<file path="config.mk">
export PLATFORM = sky130hd
export DESIGN_NAME = button_click_hold_detector
export DESIGN_NICKNAME = d
export VERILOG_FILES = /design/src/hdl/bchd_pkg.sv /design/src/hdl/button_click_hold_detector.sv
export SDC_FILE = /design/constraint.sdc
export NUM_CORES = 1
export LEC_CHECK = 0
export BUFFER_PORTS_ARGS = -buffer_cell sky130_fd_sc_hd__buf_2
export CAP_MARGIN = 20
export CORE_MARGIN = 2
export CORE_UTILIZATION = 47
export DETAILED_ROUTE_END_ITERATION = 10
export GPL_TIMING_DRIVEN = 0
export PLACE_DENSITY = 0.61
export SYNTH_ARGS = -nofsm -noshare
export SYNTH_HDL_FRONTEND = slang
export SYNTH_SLANG_ARGS = --single-unit
</file>
<file path="constraint.sdc">
create_clock -name clk -period 10.75 [get_ports clk]
set_input_delay 1.075 -clock clk [delete_from_list [all_inputs] [get_ports clk]]
set_output_delay 1.075 -clock clk [all_outputs]
set_load 0.005 [all_outputs]
</file>
<file path="src/hdl/bchd_pkg.sv">
// Shared types and constants for the button click / hold detector.
// Holds the per-button mode and event types, command codes and register indexes.
// No dependencies.
package bchd_pkg;

    localparam int NUM_BUTTONS = 3;
    localparam int CFG_W       = 16;
    localparam int CFG_ADDR_W  = 2;
    localparam int LEVELS_W    = 3;
    localparam int CMD_W       = 3;
    localparam int NOW_W       = 32;

    // Per-button mode; MODE_WAIT is never entered but is handled as a release wait.
    typedef enum logic [1:0] {
        MODE_IDLE    = 2'd0,
        MODE_PRESSED = 2'd1,
        MODE_HELD    = 2'd2,
        MODE_WAIT    = 2'd3
    } btn_mode_t;

    typedef enum logic [1:0] {
        EV_NONE  = 2'd0,
        EV_CLICK = 2'd1,
        EV_HOLD  = 2'd2
    } btn_ev_t;

    // Configuration register indexes.
    localparam logic [CFG_ADDR_W-1:0] REG_DEBOUNCE   = 2'd0;
    localparam logic [CFG_ADDR_W-1:0] REG_LONG_PRESS = 2'd1;
    localparam logic [CFG_ADDR_W-1:0] REG_REPEAT     = 2'd2;
    localparam logic [CFG_ADDR_W-1:0] REG_ACTIVE     = 2'd3;

    // Reset values of the configuration registers.
    localparam logic [CFG_W-1:0]    DEBOUNCE_RST   = 16'd20;
    localparam logic [CFG_W-1:0]    LONG_PRESS_RST = 16'd500;
    localparam logic [CFG_W-1:0]    REPEAT_RST     = 16'd100;
    localparam logic [LEVELS_W-1:0] ACTIVE_RST     = 3'b111;

    // Output command codes.
    localparam logic [CMD_W-1:0] CMD_NONE         = 3'd0;
    localparam logic [CMD_W-1:0] CMD_CENTRE_CLICK = 3'd1;
    localparam logic [CMD_W-1:0] CMD_CENTRE_HOLD  = 3'd2;
    localparam logic [CMD_W-1:0] CMD_LEFT_CLICK   = 3'd3;
    localparam logic [CMD_W-1:0] CMD_LEFT_HOLD    = 3'd4;
    localparam logic [CMD_W-1:0] CMD_RIGHT_CLICK  = 3'd5;
    localparam logic [CMD_W-1:0] CMD_RIGHT_HOLD   = 3'd6;

    localparam logic [CMD_W-1:0] CMD_CLICK_CODE [NUM_BUTTONS] =
        '{CMD_CENTRE_CLICK, CMD_LEFT_CLICK, CMD_RIGHT_CLICK};
    localparam logic [CMD_W-1:0] CMD_HOLD_CODE [NUM_BUTTONS] =
        '{CMD_CENTRE_HOLD, CMD_LEFT_HOLD, CMD_RIGHT_HOLD};

endpackage

</file>
<file path="src/hdl/button_click_hold_detector.sv">
// Top level of the three-button click / hold detector.
// Depends on bchd_pkg for mode, event and command definitions.
//
// Usage:
// Each beat on the slave stream (s_tvalid/s_tready/s_tdata) is one poll sample:
// a millisecond timestamp and the raw pin levels of the centre, left and right
// buttons. Every sample yields exactly one beat on the master stream carrying a
// command code (0 when nothing happened). Each button runs its own idle /
// pressed / held machine; all three advance on every sample, and when several
// report an event in one sample the centre wins over left, left over right.
// Time differences wrap modulo 2^TIMESTAMP_BITS.
// A sample is captured in the input register; the three machines then evaluate
// it from there and load the result register.
// Throughput is one sample per clock while the receiver accepts results; the only
// serial dependency is the per-button state, which is updated in the same cycle it is read.
// When the receiver stalls, the result register holds and the input register
// fills; s_tready drops only when both are occupied, so no beat is lost.
// Reset clears both pipeline registers, puts every button into idle and loads
// the default thresholds (20, 500 and 100 ms, all buttons active high).
// Configuration writes (cfg_we, cfg_addr, cfg_wdata) take effect at the next
// edge and are meant to be issued while the stream is idle.
module button_click_hold_detector
    import bchd_pkg::*;
#(
    parameter int TIMESTAMP_BITS = 32
)
(
    input  logic                  clk,
    input  logic                  rst_n,
    // Sample stream.
    input  logic                  s_tvalid,
    output logic                  s_tready,
    // [31:0] now_ms, [32] centre_level, [33] left_level, [34] right_level, [39:35] zero
    input  logic [39:0]           s_tdata,
    // Command stream.
    output logic                  m_tvalid,
    input  logic                  m_tready,
    // [2:0] command, [7:3] zero
    output logic [7:0]            m_tdata,
    // Configuration write port.
    input  logic                  cfg_we,
    input  logic [CFG_ADDR_W-1:0] cfg_addr,
    input  logic [CFG_W-1:0]      cfg_wdata
);

    localparam int TS_W = TIMESTAMP_BITS;

    // Configuration registers.
    logic [CFG_W-1:0]    debounce_reg;
    logic [CFG_W-1:0]    long_press_reg;
    logic [CFG_W-1:0]    repeat_reg;
    logic [LEVELS_W-1:0] active_reg;

    // Input register.
    logic                s1_valid_reg;
    logic [NOW_W-1:0]    s1_now_reg;
    logic [LEVELS_W-1:0] s1_levels_reg;

    // Result register.
    logic                out_valid_reg;
    logic [CMD_W-1:0]    out_cmd_reg;

    // Per-button state.
    btn_mode_t           mode_reg   [NUM_BUTTONS];
    btn_mode_t           mode_next  [NUM_BUTTONS];
    logic [TS_W-1:0]     start_reg  [NUM_BUTTONS];
    logic [TS_W-1:0]     start_next [NUM_BUTTONS];
    logic [TS_W-1:0]     rep_reg    [NUM_BUTTONS];
    logic [TS_W-1:0]     rep_next   [NUM_BUTTONS];

    logic                advance;
    logic [TS_W-1:0]     now_ts;
    logic [LEVELS_W-1:0] pressed;
    logic [TS_W-1:0]     since_start [NUM_BUTTONS];
    logic [TS_W-1:0]     since_rep   [NUM_BUTTONS];
    btn_ev_t             ev          [NUM_BUTTONS];
    logic [CMD_W-1:0]    cmd;

    // The sample in the input register is evaluated when the result register
    // is free or is being emptied in this cycle.
    assign advance  = s1_valid_reg && (!out_valid_reg || m_tready);
    assign s_tready = !s1_valid_reg || advance;

    assign m_tvalid = out_valid_reg;
    assign m_tdata  = {5'd0, out_cmd_reg};

    // ------------------------------------------------------------------
    // Configuration
    // ------------------------------------------------------------------
    always_ff @(posedge clk or negedge rst_n)
    begin
        if (!rst_n)
        begin
            debounce_reg   <= DEBOUNCE_RST;
            long_press_reg <= LONG_PRESS_RST;
            repeat_reg     <= REPEAT_RST;
            active_reg     <= ACTIVE_RST;
        end
        else if (cfg_we)
        begin
            unique case (cfg_addr)
                REG_DEBOUNCE:   debounce_reg   <= cfg_wdata;
                REG_LONG_PRESS: long_press_reg <= cfg_wdata;
                REG_REPEAT:     repeat_reg     <= cfg_wdata;
                REG_ACTIVE:     active_reg     <= cfg_wdata[LEVELS_W-1:0];
                default:        ;
            endcase
        end
    end

    // ------------------------------------------------------------------
    // Input register
    // ------------------------------------------------------------------
    always_ff @(posedge clk or negedge rst_n)
    begin
        if (!rst_n)
        begin
            s1_valid_reg <= 1'b0;
        end
        else if (s_tready)
        begin
            s1_valid_reg <= s_tvalid;
        end
    end

    always_ff @(posedge clk)
    begin
        if (s_tvalid && s_tready)
        begin
            s1_now_reg    <= s_tdata[NOW_W-1:0];
            s1_levels_reg <= s_tdata[NOW_W+LEVELS_W-1:NOW_W];
        end
    end

    // ------------------------------------------------------------------
    // Per-button evaluation
    // ------------------------------------------------------------------
    assign now_ts  = TS_W'(s1_now_reg);
    // A button counts as pressed when its pin matches its active level.
    assign pressed = ~(s1_levels_reg ^ active_reg);

    always_comb
    begin
        for (int b = 0; b < NUM_BUTTONS; b++)
        begin
            since_start[b] = now_ts - start_reg[b];
            since_rep[b]   = now_ts - rep_reg[b];
        end
    end

    // Next-state logic.
    always_comb
    begin
        for (int b = 0; b < NUM_BUTTONS; b++)
        begin
            mode_next[b]  = mode_reg[b];
            start_next[b] = start_reg[b];
            rep_next[b]   = rep_reg[b];
            unique case (mode_reg[b])
                MODE_IDLE:
                begin
                    if (pressed[b])
                    begin
                        mode_next[b]  = MODE_PRESSED;
                        start_next[b] = now_ts;
                    end
                end
                MODE_PRESSED:
                begin
                    if (!pressed[b])
                    begin
                        mode_next[b] = MODE_IDLE;
                    end
                    else if (since_start[b] >= TS_W'(long_press_reg))
                    begin
                        mode_next[b] = MODE_HELD;
                        rep_next[b]  = now_ts;
                    end
                end
                MODE_HELD:
                begin
                    if (!pressed[b])
                    begin
                        mode_next[b] = MODE_IDLE;
                    end
                    else if (since_rep[b] >= TS_W'(repeat_reg))
                    begin
                        rep_next[b] = now_ts;
                    end
                end
                default:
                begin
                    if (!pressed[b])
                    begin
                        mode_next[b] = MODE_IDLE;
                    end
                end
            endcase
        end
    end

    // Event outputs of the three machines.
    always_comb
    begin
        for (int b = 0; b < NUM_BUTTONS; b++)
        begin
            ev[b] = EV_NONE;
            unique case (mode_reg[b])
                MODE_IDLE:
                begin
                    ev[b] = EV_NONE;
                end
                MODE_PRESSED:
                begin
                    if (!pressed[b])
                    begin
                        if (since_start[b] >= TS_W'(debounce_reg))
                        begin
                            ev[b] = EV_CLICK;
                        end
                    end
                    else if (since_start[b] >= TS_W'(long_press_reg))
                    begin
                        ev[b] = EV_HOLD;
                    end
                end
                MODE_HELD:
                begin
                    if (pressed[b] && (since_rep[b] >= TS_W'(repeat_reg)))
                    begin
                        ev[b] = EV_HOLD;
                    end
                end
                default:
                begin
                    ev[b] = EV_NONE;
                end
            endcase
        end
    end

    // Priority select: walk from lowest to highest priority so the centre
    // button overrides the others.
    always_comb
    begin
        cmd = CMD_NONE;
        for (int b = NUM_BUTTONS - 1; b >= 0; b--)
        begin
            case (ev[b])
                EV_CLICK: cmd = CMD_CLICK_CODE[b];
                EV_HOLD:  cmd = CMD_HOLD_CODE[b];
                default:  ;
            endcase
        end
    end

    // ------------------------------------------------------------------
    // State and result registers
    // ------------------------------------------------------------------
    always_ff @(posedge clk or negedge rst_n)
    begin
        if (!rst_n)
        begin
            for (int b = 0; b < NUM_BUTTONS; b++)
            begin
                mode_reg[b]  <= MODE_IDLE;
                start_reg[b] <= '0;
                rep_reg[b]   <= '0;
            end
        end
        else if (advance)
        begin
            for (int b = 0; b < NUM_BUTTONS; b++)
            begin
                mode_reg[b]  <= mode_next[b];
                start_reg[b] <= start_next[b];
                rep_reg[b]   <= rep_next[b];
            end
        end
    end

    always_ff @(posedge clk or negedge rst_n)
    begin
        if (!rst_n)
        begin
            out_valid_reg <= 1'b0;
        end
        else if (advance)
        begin
            out_valid_reg <= 1'b1;
        end
        else if (m_tready)
        begin
            out_valid_reg <= 1'b0;
        end
    end

    always_ff @(posedge clk)
    begin
        if (advance)
        begin
            out_cmd_reg <= cmd;
        end
    end

    // ------------------------------------------------------------------
    // Assertions
    // ------------------------------------------------------------------

    // A captured sample is always evaluated into the result register.
    a_sample_reaches_output: assert property (@(posedge clk) disable iff (!rst_n)
        advance |=> out_valid_reg)
        else $error("evaluated sample did not reach the result register");

    // The centre button can only report a hold while pressed or held.
    a_centre_hold_source: assert property (@(posedge clk) disable iff (!rst_n)
        (advance && cmd == CMD_CENTRE_HOLD) |->
            (mode_reg[0] == MODE_PRESSED || mode_reg[0] == MODE_HELD))
        else $error("centre hold reported from a wrong mode");

    // A centre click always returns the centre machine to idle.
    a_centre_click_idle: assert property (@(posedge clk) disable iff (!rst_n)
        (advance && cmd == CMD_CENTRE_CLICK) |=> mode_reg[0] == MODE_IDLE)
        else $error("centre click did not return to idle");

    // The wait mode is never entered by any button.
    a_no_wait_mode: assert property (@(posedge clk) disable iff (!rst_n)
        mode_reg[0] != MODE_WAIT && mode_reg[1] != MODE_WAIT &&
        mode_reg[2] != MODE_WAIT)
        else $error("button entered the wait mode");

endmodule
</file>
==> summary.txt <==
Critical path
  – Worst Path Required: between 10 and 15 ns
  – Crit path buf inv count: 1
  – Slowest cell on the critical path: edfxtp_1
  – Largest stage delay, worst path: between 0.8 and 0.9 ns
  – Critical Path End Type: flip-flop
  – CP Class: reg2reg
  – Reg-to-Reg Start: now_ts[1]$_DFFE_PP_
  – Worst path top cell family by delay: compound AO/OA/AOI/OAI gates
  – Worst EP arrival: around 7.5 ns
  – CP startpoint: now_ts[1]$_DFFE_PP_
  – Crit-path max FO: 10
  – Startpoint types: flip-flop
  – Cell chain of the critical path: inv_1 > fa_1 > nand2b_1 > a21oi_1 > o221ai_1 > nor2b_1 > o21ai_0 > a31oi_1 > xnor2_1 > ha_1 > nand4_1 > nor3_1 > nand2_1 > nand4_1 > or4_1 > a2111oi_0 > o2111a_1 > nand4_1 > a22o_1 > and3_1 > ha_1 > nor2b_1 > a21oi_1 > a21oi_1

Route
  – Vias: between 20000 and 25000
  – Drt wl/cell: 20.8 um
  – Residual DRC: 0
  – Drt total wl: around 80000 um
  – Vias per inst: about 6
  – Antenna Violating Nets Remaining: 0
  – DRT Pass-1 Iters: 5
  – Drt first-iter violations: between 1000 and 1500

Clock network
  – Post-CTS resize count: 0
  – CTS Hold Bufs: 0
  – # clock sinks: between 200 and 300
  – Clk pin slew, worst setup/hold paths: about 0.06 ns
  – Clk buf depth: 3
  – H-Tree Depth: 2
  – TritonCTS buffer count: 38
  – Clock Latency Late Sink: around 0.56 ns
  – Clock root buffer master: clkbuf_16
  – TritonCTS clock tree: yes
  – Post-CTS setup buffers: 0

Logic synthesis
  – Yosys top cell area share: 0.228
  – Synth unique cells: roughly 110
  – Mapped Cells: between 2000 and 3000
  – Multiplexer area fraction after synthesis: 0.111
  – Commonest cells in the netlist: 345 x ha_1, 274 x inv_1, 240 x a21oi_1
  – Mean post-synth cell area: about 9.1 sq um
  – Area leader, netlist: dfrtp_1
  – Post-synthesis compound-gate area fraction: 0.198
  – Largest family of logic cells by synthesized area: compound AO/OA/AOI/OAI gates
  – EDFF count, synth: 38
  – Commonest register cell after synthesis: dfrtp_1
  – Post-synthesis simple-gate area fraction: 0.133
  – Synth Area in Adders: 0.170
  – Synth Cell Area: between 20000 and 30000 sq um
  – Count leader, synth: ha_1
  – Top cells by area, synth: dfrtp_1 23%, ha_1 17%, mux2_2 6.9%
  – #FFs+latches synth: around 290
  – Sequential area share after synthesis: 0.286
  – XOR/XNOR Fraction of Synth Area: 0.0451
  – YS warnings: 0
  – Ys async rst share: 0.869

STA
  – Min Hold Slack: around 0.46 ns
  – Final Skew: 0.0161 ns
  – Rel. slew slack: 0.256
  – Final Hold Fails: 0
  – Least-Margin Pin Slew: about 1.1 ns
  – Final worst-path cycle share: 0.667
  – RSZ-0062 raised after global routing: no
  – Sum Neg Setup Slack: 0 ns
  – PnR worst setup slack: 3.58 ns
  – Fin crit period: 7.17 ns
  – Max Fclk: around 140 MHz
  – Final Setup Violations: 0
  – Final Slew Violations: 0

Placed design
  – GP Congestion: around 0.93
  – Placed insts: around 3700
  – Port Buffer Count: 62
  – Place WS: ~3.7 ns
  – Final HPWL DP: a little under 60000 um
  – Area of placed instances: approximately 27000 sq um

Floorplanning
  – Initial Utilization: 0.473
  – Die Span Y: between 200 and 250 um
  – Site Rows: 86
  – # IOs: 73
  – Horiz. Die Dim: ~240 um
  – Core area: roughly 55000 sq um
  – Die Area: ~57000 sq um

Cells and area
  – Share of cells above drive strength 1: 0.142
  – Final instance area: roughly 29000 sq um
  – Area Overhead vs Synth: 9.82%
  – Nets: between 3000 and 4000
  – Layout Utilization: 0.520
  – Fin cells: between 3000 and 4000

Power and ir drop
  – Power per standard cell area: approximately 320 nW/um^2
  – VDD IR max: 0.000170 V
  – Total Power: around 9 mW
  – LEAKAGE: ~13 nW

Worst hold path
  – Worst hold-check path type: in2async

Run
  – Number of max-cap violations: 0

Global route
  – First-pass GRT wire length: ~120000 um
  – Vias in the first global route: roughly 22000
  – Initial antenna violation count: 4
  – Largest net degree at the start of global routing: 97
  – Total track usage: 0.276
  – Remaining Overflow, GRT: 0

Run status
  – Status: completed
-- worst register-to-register path: stages, from the launching register on --
cell and delay (ns):
edfxtp_1 0.82, inv_1 0.56, fa_1 0.59, nand2b_1 0.19, a21oi_1 0.23, o221ai_1 0.26, nor2b_1 0.25, o21ai_0 0.32
a31oi_1 0.15, xnor2_1 0.24, ha_1 0.29, nand4_1 0.12, nor3_1 0.10, nand2_1 0.12, nand4_1 0.09, or4_1 0.50
a2111oi_0 0.30, o2111a_1 0.24, nand4_1 0.33, a22o_1 0.32, and3_1 0.19, ha_1 0.36, nor2b_1 0.09, a21oi_1 0.15
a21oi_1 0.10
-- cells in the final DEF (no fill, tap or decap), types with 31 or more instances in the layout --
cell type / n
o21ai_0: 139
nand2b_1: 41
dfrtp_1: 237
clkbuf_1: 64
mux2_2: 159
o21a_1: 31
a211oi_1: 33
a21o_1: 99
clkbuf_16: 41
xor2_1: 56
nor2_1: 144
nand3_1: 56
nand2_1: 223
inv_1: 274
buf_2: 74
a21oi_1: 240
xnor2_1: 78
mux2_4: 58
nor3_1: 31
ha_1: 345
nand4_1: 61
edfxtp_1: 38
-- layer usage --
metal | GRT usage | up-vias | wire length [um] | part of all wire
li1 | - | 10635 | - | -
met1 | 0.334 | 10657 | 33200 | 0.42
met2 | 0.471 | 508 | 36900 | 0.47
met3 | 0.0401 | 164 | 3710 | 0.048
met4 | 0.152 | 0 | 4390 | 0.056
met5 | 0 | - | 0 | 0
-- report_power, final --
group          switching (mW)  leakage [nW]  internal, mW
sequential              0.282          3.35          1.55
combinational            3.52          9.21          2.66
clock                   0.515         0.578         0.722
total                    4.32          13.1          4.93
-- worst paths after layout --
check,depth (start not counted),slack [ns],end
min in group clk,2,0.48,start_reg[65]$_DFFE_PN0P_
worst min register to register,2,0.48,start_reg[65]$_DFFE_PN0P_
worst max register to register,24,3.58,out_cmd_reg[1]$_DFFE_PP_
worst min-delay path,1,0.46,rep_reg[80]$_DFFE_PN0P_
max in group asynchronous,3,8.99,start_reg[83]$_DFFE_PN0P_
worst max-delay path,24,3.58,out_cmd_reg[1]$_DFFE_PP_
-- final cells by class --
| type | instances | area, sq um |
|---|---|---|
| Timing Repair Buffer | 65 | 395 |
| Tap cell | 748 | 936 |
| Clock inverter | 15 | 78.8 |
| Buffer | 86 | 463 |
| Sequential cell | 289 | 7440 |
| Clock buffer | 55 | 1120 |
| Antenna cell | 5 | 12.5 |
| Inverter | 274 | 1030 |
| Multi-Input combinational cell | 2210 | 17100 |
| Fill cell | 5106 | 26400 |
-- kinds of logic after synthesis --
kind of cell               Yosys count
and+or+nand+nor                    695
AOI/OAI and AO/OA                  787
buffers and inverters              360
other                                1
xor gates and xnor gates           134
DFF                                289
adders and majority gates          351
muxes                              238
No activity file was read; power rests on OpenSTA's default activity.
